$ cat config.mk
export PLATFORM = sky130hd
export DESIGN_NAME = rlhc_ctrl
export DESIGN_NICKNAME = d
export VERILOG_FILES = /design/src/hdl/rlhc_pkg.sv /design/src/hdl/rlhc_ctrl.sv
export SDC_FILE = /design/constraint.sdc
export NUM_CORES = 1
export LEC_CHECK = 0
export BUFFER_PORTS_ARGS = -buffer_cell sky130_fd_sc_hd__buf_2
export CORE_AREA = 2 2 39 41
export DETAILED_ROUTE_END_ITERATION = 8
export DIE_AREA = 0 0 41 43
export GPL_ROUTABILITY_DRIVEN = 0
export GPL_TIMING_DRIVEN = 0
export SLEW_MARGIN = 20
export SYNTH_ARGS = -nofsm -noshare
export SYNTH_HDL_FRONTEND = slang
export SYNTH_SLANG_ARGS = --single-unit
export TNS_END_PERCENT = 10
$ cat constraint.sdc
create_clock -name clk -period 1.07 [get_ports clk]
set_input_delay 0.107 -clock clk [delete_from_list [all_inputs] [get_ports clk]]
set_output_delay 0.107 -clock clk [all_outputs]
set_load 0.01 [all_outputs]
$ cat src/hdl/rlhc_pkg.sv
// Package for the reference-counted handle cache.
// Holds operation, status, path and controller command codes. No dependencies.
package rlhc_pkg;
  localparam logic [1:0] OP_GET = 2'd0;
  localparam logic [1:0] OP_PUT = 2'd1;
  localparam logic [1:0] OP_REMOVE = 2'd2;
  localparam logic [1:0] OP_NONE = 2'd3;

  localparam logic [2:0] ST_OK = 3'd0;
  localparam logic [2:0] ST_FD_FAIL = 3'd1;
  localparam logic [2:0] ST_DB_FAIL = 3'd2;
  localparam logic [2:0] ST_BAD_PUT = 3'd3;
  localparam logic [2:0] ST_IN_USE = 3'd4;
  localparam logic [2:0] ST_OVERFLOW = 3'd5;

  localparam logic [2:0] PA_HIT = 3'd0;
  localparam logic [2:0] PA_FRESH = 3'd1;
  localparam logic [2:0] PA_EVICT = 3'd2;
  localparam logic [2:0] PA_BYPASS = 3'd3;
  localparam logic [2:0] PA_RELEASED = 3'd4;
  localparam logic [2:0] PA_REMOVED = 3'd5;
  localparam logic [2:0] PA_RMISS = 3'd6;

  // Commands from the controller to the datapath.
  typedef struct packed {
    logic load;     // capture the input transaction and reset the key search
    logic search;   // one step of the key search
    logic fetch;    // registered reads of the operands for the decision
    logic exec;     // decide and update state
    logic qstep;    // one step of an idle queue removal
  } rlhc_cmd_t;

  // Status from the datapath to the controller.
  typedef struct packed {
    logic search_done;
    logic q_busy;
  } rlhc_sts_t;
endpackage

$ cat src/hdl/rlhc_ctrl.sv
// Controller of the handle cache: sequences load, search, fetch, execute, queue walk and output.
// Depends on rlhc_pkg.
module rlhc_ctrl (
  input  logic                clk,
  input  logic                rst_n,
  input  logic                in_valid,
  input  logic [1:0]          in_op,
  output logic                in_stall,
  output logic                out_valid,
  input  logic                out_stall,
  output rlhc_pkg::rlhc_cmd_t cmd,
  input  rlhc_pkg::rlhc_sts_t sts
);
  localparam logic [2:0] S_IDLE = 3'd0;
  localparam logic [2:0] S_SEARCH = 3'd1;
  localparam logic [2:0] S_EXEC = 3'd2;
  localparam logic [2:0] S_QWALK = 3'd3;
  localparam logic [2:0] S_OUT = 3'd4;
  localparam logic [2:0] S_FETCH = 3'd5;

  logic [2:0] state_r, state_nxt;
  logic       out_valid_r, out_valid_nxt;
  logic       take;

  assign in_stall = (state_r != S_IDLE) || out_valid_r;
  assign take = in_valid && !in_stall && in_op != rlhc_pkg::OP_NONE;
  assign out_valid = out_valid_r;

  always_comb begin
    state_nxt = state_r;
    out_valid_nxt = out_valid_r && out_stall;
    cmd = '0;
    case (state_r)
      S_IDLE: begin
        if (take) begin
          cmd.load = 1'b1;
          state_nxt = (in_op == rlhc_pkg::OP_PUT) ? S_FETCH : S_SEARCH;
        end
      end
      S_SEARCH: begin
        cmd.search = 1'b1;
        if (sts.search_done) begin
          cmd.search = 1'b0;
          state_nxt = S_FETCH;
        end
      end
      S_FETCH: begin
        cmd.fetch = 1'b1;
        state_nxt = S_EXEC;
      end
      S_EXEC: begin
        cmd.exec = 1'b1;
        state_nxt = S_QWALK;
      end
      S_QWALK: begin
        cmd.qstep = 1'b1;
        if (!sts.q_busy) state_nxt = S_OUT;
      end
      S_OUT: begin
        out_valid_nxt = 1'b1;
        state_nxt = S_IDLE;
      end
      default: state_nxt = S_IDLE;
    endcase
  end

  always_ff @(posedge clk) begin
    if (!rst_n) begin
      state_r <= S_IDLE;
      out_valid_r <= 1'b0;
    end else begin
      state_r <= state_nxt;
      out_valid_r <= out_valid_nxt;
    end
  end

`ifndef SYNTHESIS
  a_one_cmd: assert property (@(posedge clk) disable iff (!rst_n)
    $countones(cmd) <= 1) else $error("more than one command");
  a_no_take_busy: assert property (@(posedge clk) disable iff (!rst_n)
    cmd.load |-> state_r == S_IDLE && !out_valid_r) else $error("load while busy");
  a_exec_out: assert property (@(posedge clk) disable iff (!rst_n)
    state_r == S_OUT |=> out_valid_r) else $error("result lost");
`endif
endmodule

==> run metrics, run 1 <==
outcome finished with violations; failing checks negative setup slack; Routed WL per cell 9.99 um; number of global-route vias before repair 261; R2R cell count 3; worst setup path start state_r[0]; worst reg2reg endpoint state_r[2]; initial drt markers 5; die area 1760 um^2; met1 usage 11.2%; Syn-to-layout area delta 60.2%; routed wire length 689 um; cell area power density 1220 nW/um^2; first-pass GRT wire length 1010 um; HP Class input port to register; worst vdd ir 0.000685 V; largest net degree at the start of global routing 10; CP endpoint in_stall; syn avg cell area 8.25 um^2; core area 1380 um^2; CP Capture Type primary output; R2R setup slack -0.13 ns; worst path required time 0.96 ns; M2 GR Usage 10.6%; CTS Hold Bufs 0; Core Rows 14; DR vias 302; layout cells sized above 1 56.6%; Setup-failing EPs final 7; Pleak 0.000216 uW; RSZ-0062 raised after global routing true; synth unique cells 19; Die H 43 um; Top-Level Pins 15; DRC viols 0; clock buffer count from CTS 3; GR Overflow Total 0; Net Count, Synth 40; Routed Antenna Nets 0; worst-skew pair later-pin latency 0.23 ns; GR peak layer met1; Reg-to-Reg Start state_r[0]; final hold viol count 0; fmax 695 MHz; CTS tree done; Die X 41 um; crit path kind register to primary output; H-tree Lvls 1; 1st-pass router iterations 3; Root Driver clkbuf_4; worst hold slack 0.136 ns; antenna violations before repair 0; fin. max-slew vios 0; ANT cells 0; Yosys reg bits 4; crit-path max FO 3; I/O Buffers 14; clk buf depth 2; normalized max-slew margin 83.4%; Setup crit start kind register; Synth Warn # 0; GR Util met3 6.28%; CTS clk-pin slew, worst paths 0.04 ns; fin util 30.6%; Sink Count 4; Starting Density 19.1%; total track usage 9.03%; Post-Syn Area 264 um^2; Synth Instances 32; WP data arrival 1.33 ns; # Max-Cap Violations 0; Clock Skew 0.00231 ns; DR vias/cell 4.38; Least-Margin Pin Slew 0.249 ns; Post-layout nets 63; post-layout min period 1.44 ns; Period Utilization, post-route 134%; setup slack after layout -0.368 ns; post-DP HPWL 457 um; Seq/Total Area, Yosys 30.3%
[worst max-delay path, cell delays in order, from the launching register on]
cell and delay [ns]:
dfxtp_4 0.34, or3_4 0.39, or2_4 0.26, buf_6 0.12
[cell families after synthesis]
| logic type | after synthesis | share of synthesized area [%] |
|---|---|---|
| AO/OA/AOI/OAI | 7 | 20.4 |
| flip-flops | 4 | 30.3 |
| AND/OR/NAND/NOR | 16 | 36.5 |
| buffers and inverters | 5 | 12.8 |
[sequential cells by signal (all words and copies together) (netlist names)]
register	count
out_valid	1
state_r	3
[Yosys cell counts]
cell / n / area share [%]
buf_6: 2 / 8.5
nor3_1: 1 / 1.9
a211oi_1: 2 / 5.7
nand2b_1: 3 / 7.1
or2_1: 1 / 2.4
inv_1: 2 / 2.8
o21a_1: 1 / 2.8
and3_1: 1 / 2.4
nor3b_1: 1 / 2.8
nand3_1: 1 / 1.9
nor4_1: 1 / 2.4
nor2b_1: 3 / 7.1
dfxtp_1: 4 / 30
o311a_1: 1 / 3.8
inv_2: 1 / 1.4
a21oi_1: 2 / 3.8
nor2_1: 3 / 4.3
or3_4: 1 / 4.3
o221a_1: 1 / 4.3
[power breakdown]
group / total (uW) / switching [uW] / leakage, uW / internal, uW
clock: 184 / 59.1 / 0.0000138 / 125
combinational: 161 / 64.6 / 0.000168 / 96.1
sequential: 170 / 9.72 / 0.0000337 / 160
total: 515 / 133 / 0.000216 / 382
[layout by cell type (no fill, tap or decap), types with 2 or more instances in the layout]
cell type and count:
nand2b_1 3, nor2_1 3, a21oi_1 2, buf_4 6, dfxtp_1 2, buf_2 13, inv_1 2, clkbuf_4 3
nor2b_1 3
[per-layer routing]
layer  share of wire [%]  wire length [um]  up-vias
li1                    -                 -      158
met1                  50               347      129
met2                  39               271       13
met3                 8.7                60        2
met4                 1.5                10        0
met5                   0                 0        -
[how the worst min path moves through the flow]
stage | depth (start not counted) | slack, ns | startpoint | endpoint
3_5_place_dp | 3 | 0.37 | out_stall | out_valid
6_report | 3 | 0.14 | out_stall | out_valid
4_1_cts | 3 | 0.13 | out_stall | out_valid
5_1_grt | 2 | 0.13 | rst_n | state_r[1]
2_1_floorplan | 1 | 0.22 | rst_n | state_r[1]
3_3_place_gp | 3 | 0.37 | out_stall | out_valid
[area by class of cell]
cell class                      instances  area [um^2]
Tap cell                               16         20.0
Multi-Input combinational cell         23          163
Inverter                                3         11.3
Fill cell                             154          961
Timing Repair Buffer                   20          121
Clock buffer                            3         22.5
Sequential cell                         4         85.1
[repair_timing]
action / CTS / global route
hold endpoints to repair: 0 / 0
pin swaps: 1 / 2
setup endpoints to repair: 7 / 8
resized for setup: 3 / 3
buffers inserted: 2 / 4
[metrics by stage]
stage	worst slack (ns)	TNS, ns	power [uW]	instance area, um^2	std cells
6_report	-0.368	-1.30	515	423	69
3_5_place_dp	-0.206	-0.381	295	357	62
5_1_grt	-0.406	-1.66	553	423	69
4_1_cts	-0.420	-1.47	503	395	66
2_1_floorplan	-0.0678	-0.160	252	267	32
3_3_place_gp	-0.193	-0.350	292	357	62
Note: power is estimated with default switching activity, not from simulation.
==> inputs of run 2 (changes only) <==
--- a/config.mk
+++ b/config.mk
@@ -9,10 +9,8 @@
 export CORE_AREA = 2 2 39 41
 export DETAILED_ROUTE_END_ITERATION = 8
 export DIE_AREA = 0 0 41 43
-export GPL_ROUTABILITY_DRIVEN = 0
 export GPL_TIMING_DRIVEN = 0
 export SLEW_MARGIN = 20
 export SYNTH_ARGS = -nofsm -noshare
 export SYNTH_HDL_FRONTEND = slang
 export SYNTH_SLANG_ARGS = --single-unit
-export TNS_END_PERCENT = 10
==> constraint.sdc (replaced) <==
create_clock -name clk -period 1.07 [get_ports clk]
set_input_delay 0.107 -clock clk [delete_from_list [all_inputs] [get_ports clk]]
set_output_delay 0.107 -clock clk [all_outputs]
set_load 0.1 [all_outputs]
==> run metrics, run 2 (synthesis gave the netlist of run 1 again) <==
Slowest Stage Delay on Critical Path 0.41 ns; antenna violations before repair 0; post-DP HPWL 456 um; Routability Congestion 0.652; CTS Hold Bufs 0; Root Driver clkbuf_4; first-pass GRT wire length 1080 um; die area 1760 um^2; routed wire length 737 um; flip-flop count of the largest register after layout 3; crit path kind register to primary output; fin. max-slew vios 0; Post-layout nets 65; worst hold endpoint out_valid; clk buf depth 2; Hold Crit Start out_stall; worst vdd ir 0.000500 V; hold path cells 3; DRC viols 0; Die X 41 um; Least-Margin Pin Slew 0.265 ns; CP max stage cell or3_4; GR Overflow Total 0; Routed Antenna Nets 0; largest net degree at the start of global routing 8; CTS clk-pin slew, worst paths 0.04 ns; 1st-pass router iterations 2; Most flops, register state_r; total track usage 9.03%; Starting Density 19.1%; DR vias 317; WP data arrival 1.39 ns; Period Utilization, post-route 140%; Syn-to-layout area delta 119%; layout cells sized above 1 69.6%; core area 1380 um^2; HP Class input port to register; Top-Level Pins 15; R2R cell count 4; initial drt markers 2; worst path required time 0.96 ns; outcome finished with violations; worst hold slack 0.141 ns; setup slack after layout -0.431 ns; CTS tree done; ANT cells 0; H-tree Lvls 1; final hold viol count 0; crit path cell chain or3_4 > or2_4 > buf_12; commonest cells after routing, fill and taps aside 8 x buf_4, 7 x buf_2, 6 x buf_12; DR vias/cell 4.40; Total Power 739 uW; normalized max-slew margin 82.3%; Reg-to-Reg Start state_r[0]; Setup crit start kind register; Setup-failing EPs final 8; TNS Setup -1.70 ns; I/O Buffers 14; RSZ-0062 raised after global routing true; Pleak 0.000251 uW; worst reg2reg endpoint state_r[1]; crit-path max FO 4; commonest non-fill, non-tap cell in the layout buf_4; worst-skew pair later-pin latency 0.23 ns; fmax 666 MHz; number of global-route vias before repair 307; Die H 43 um; cell area power density 1280 nW/um^2; Core Rows 14; CP Capture Type primary output; # Max-Cap Violations 0; fin util 41.8%; R2R setup slack -0.05 ns; failing checks negative setup slack; Routed WL per cell 10.2 um; post-layout min period 1.50 ns; clock buffer count from CTS 3; Sink Count 4; Clock Skew 0.00696 ns
run 2: cell count changes in the layout (fill, tap and decap cells not counted), moves of 2 or more:
| cell | before | now |
|---|---|---|
| buf_4 | 6 | 8 |
| nor2_4 | 0 | 2 |
| buf_2 | 13 | 7 |
| nor2_1 | 3 | 1 |
| buf_12 | 0 | 6 |
run 2: through the flow:
stage	setup slack, ns	area, um^2	std cells
floorplan	-0.359	313	32
global placement	-0.386	403	62
CTS	-0.529	579	73
finish	-0.431	578	72
global route	-0.461	578	72
detailed placement	-0.391	403	62
run 2: worst max path at each step:
stage	to	start	slack [ns]
floorplan	cmd[4]	state_r[0]	-0.36
global placement	cmd[4]	state_r[0]	-0.39
detailed placement	cmd[4]	state_r[0]	-0.39
CTS	in_stall	state_r[1]	-0.53
global route	in_stall	state_r[0]	-0.46
finish	in_stall	state_r[0]	-0.43
run 2: metal layers:
| layer | vias to the layer above | routed length, um | track usage [%] |
|---|---|---|---|
| met1 | 152 | 268 | 9.29 |
| met3 | 0 | 21 | 1.57 |
| met2 | 3 | 447 | 15.3 |
| li1 | 162 | - | - |
| met4 | 0 | 0 | 6.00 |
| met5 | - | 0 | 0 |
run 2: worst max-delay path: cells and delay by family, from the launching register on:
kind	cells	cell delay, ns
AND/OR/NAND/NOR	2	0.66
flip-flops	1	0.34
buffers and inverters	1	0.16
run 2: report_power, final:
group	leakage, uW	internal [uW]	switching (uW)	total, uW
registers	0.0000345	159	11.5	171
logic	0.000202	154	212	367
clock network	0.0000150	140	61.5	201
run 2: timing repair:
item	in CTS	in global routing
setup endpoints to repair	8	8
resized for setup	27	4
buffers inserted	7	1
pin swaps	3	3
run 2: cell type report:
cell class / count / area (um^2)
Fill cell: 139 / 806
Timing Repair Buffer: 22 / 226
Tap cell: 16 / 20.0
Multi-Input combinational cell: 23 / 205
Clock buffer: 4 / 26.3
Sequential cell: 4 / 88.8
Inverter: 3 / 11.3
==> inputs of run 3 (changes only) <==
--- a/config.mk
+++ b/config.mk
@@ -10,6 +10,7 @@
 export DETAILED_ROUTE_END_ITERATION = 8
 export DIE_AREA = 0 0 41 43
 export GPL_TIMING_DRIVEN = 0
+export SETUP_SLACK_MARGIN = 0.4
 export SLEW_MARGIN = 20
 export SYNTH_ARGS = -nofsm -noshare
 export SYNTH_HDL_FRONTEND = slang
==> run metrics, run 3 (synthesis gave the netlist of run 1 again) <==
outcome finished with violations; failing checks negative setup slack; Setup crit start kind register; Slowest Stage Delay on Critical Path 0.40 ns; Die H 43 um; Met3 Wirelength 15 um; WP data arrival 1.45 ns; Top Metal Used met3; crit path cell chain buf_6 > or3_4 > or2_4 > buf_12; post-DP HPWL 462 um; met2 WL 427 um; post-layout min period 1.56 ns; # Max-Cap Violations 0; CTS tree done; worst slack at placement -0.396 ns; layout cells sized above 1 67.9%; first-pass GRT wire length 1060 um; Core Rows 14; Most flops, register state_r; initial drt markers 2; RSZ-0062 raised after global routing true; Worst path top cell family by delay simple AND/OR/NAND/NOR gates; Post-layout nets 65; Period Utilization, post-route 146%; Hold Crit Start out_stall; Routed WL per cell 9.71 um; Starting Density 19.1%; DRC viols 0; DR vias 305; worst path required time 0.96 ns; setup slack after layout -0.487 ns; Post-Route M1 WL 256 um; worst-skew pair later-pin latency 0.24 ns; DR vias/cell 4.24; crit-path max FO 3; flip-flop count of the largest register after layout 3; commonest cells after routing, fill and taps aside 7 x buf_2, 7 x buf_12, 5 x buf_6; Reg-to-Reg Start state_r[1]; fin. max-slew vios 0; Root Driver clkbuf_4; worst vdd ir 0.000527 V; I/O Buffers 14; antenna violations before repair 0; worst setup path start state_r[0]; number of global-route vias before repair 314; fmax 642 MHz; clock buffer count from CTS 3; placed instance count 62; crit path kind register to primary output; core area 1380 um^2; total track usage 8.84%; clk buf depth 2; routed wire length 699 um; Worst Path Buf+Inv 2; ANT cells 0; R2R setup slack -0.12 ns; Setup-failing EPs final 9; Clock Skew 0.00754 ns; 1st-pass router iterations 3; Pleak 0.000260 uW; H-tree Lvls 1; Die X 41 um; cell area power density 1230 nW/um^2; Sink Count 4; Syn-to-layout area delta 132%; Routed Antenna Nets 0; GR Overflow Total 0; HP Class input port to register; CTS clk-pin slew, worst paths 0.04 ns; Top-Level Pins 15; CP max stage cell or3_4; die area 1760 um^2; Final Non-Filler Cells 72; largest net degree at the start of global routing 8; normalized max-slew margin 83.4%; Least-Margin Pin Slew 0.249 ns; Routability Congestion 0.644; final hold viol count 0; CP Capture Type primary output
run 3: report_power, final:
| part | switching, uW | internal [uW] |
|---|---|---|
| sequential | 8.84 | 158 |
| combinational | 217 | 165 |
| clock | 62.1 | 140 |
| total | 288 | 463 |
run 3: per-layer routing:
metal,up-vias,GRT usage (%)
met2,3,14.4
met4,0,6.00
met1,140,9.65
met5,-,0
met3,0,1.57
li1,162,-
run 3: cell type report:
type,instances,area [um^2]
clock buffers,4,26.3
flip-flops and latches,4,83.8
well taps,16,20.0
multi-input cells,23,214
repair buffers,20,231
fillers,133,772
plain buffers,2,22.5
inverters,3,13.8
run 3: worst reg2reg max path: stages, from the launching register on:
cell and delay, ns:
dfxtp_1 0.30, buf_6 0.11, buf_6 0.12, buf_6 0.13
nor4_1 0.25, o221a_1 0.22
run 3: path summary, 6_finish.rpt:
path	to	cells after the start
max	in_stall	4
min	out_valid	3
max reg2reg	state_r[2]	5
min reg2reg	out_valid	2
run 3: timing repair:
action,CTS,global route
endpoints found under the setup margin,11,11
buffers inserted,5,1
gates resized for setup,32,4
pin swaps,4,4
hold buffers,0,0
run 3: stage by stage:
step           hold slack [ns]  setup TNS [ns]  utilization, %  instance area [um^2]  total power, uW
4_1_cts                  0.125           -2.02            42.4                   587              751
2_1_floorplan            0.225           -1.56               -                   313              402
3_3_place_gp             0.372           -1.28            29.1                   403              444
6_report                 0.129           -2.06            44.2                   612              751
5_1_grt                  0.144           -2.39            44.2                   612              786
3_5_place_dp             0.375           -1.29            29.1                   403              445
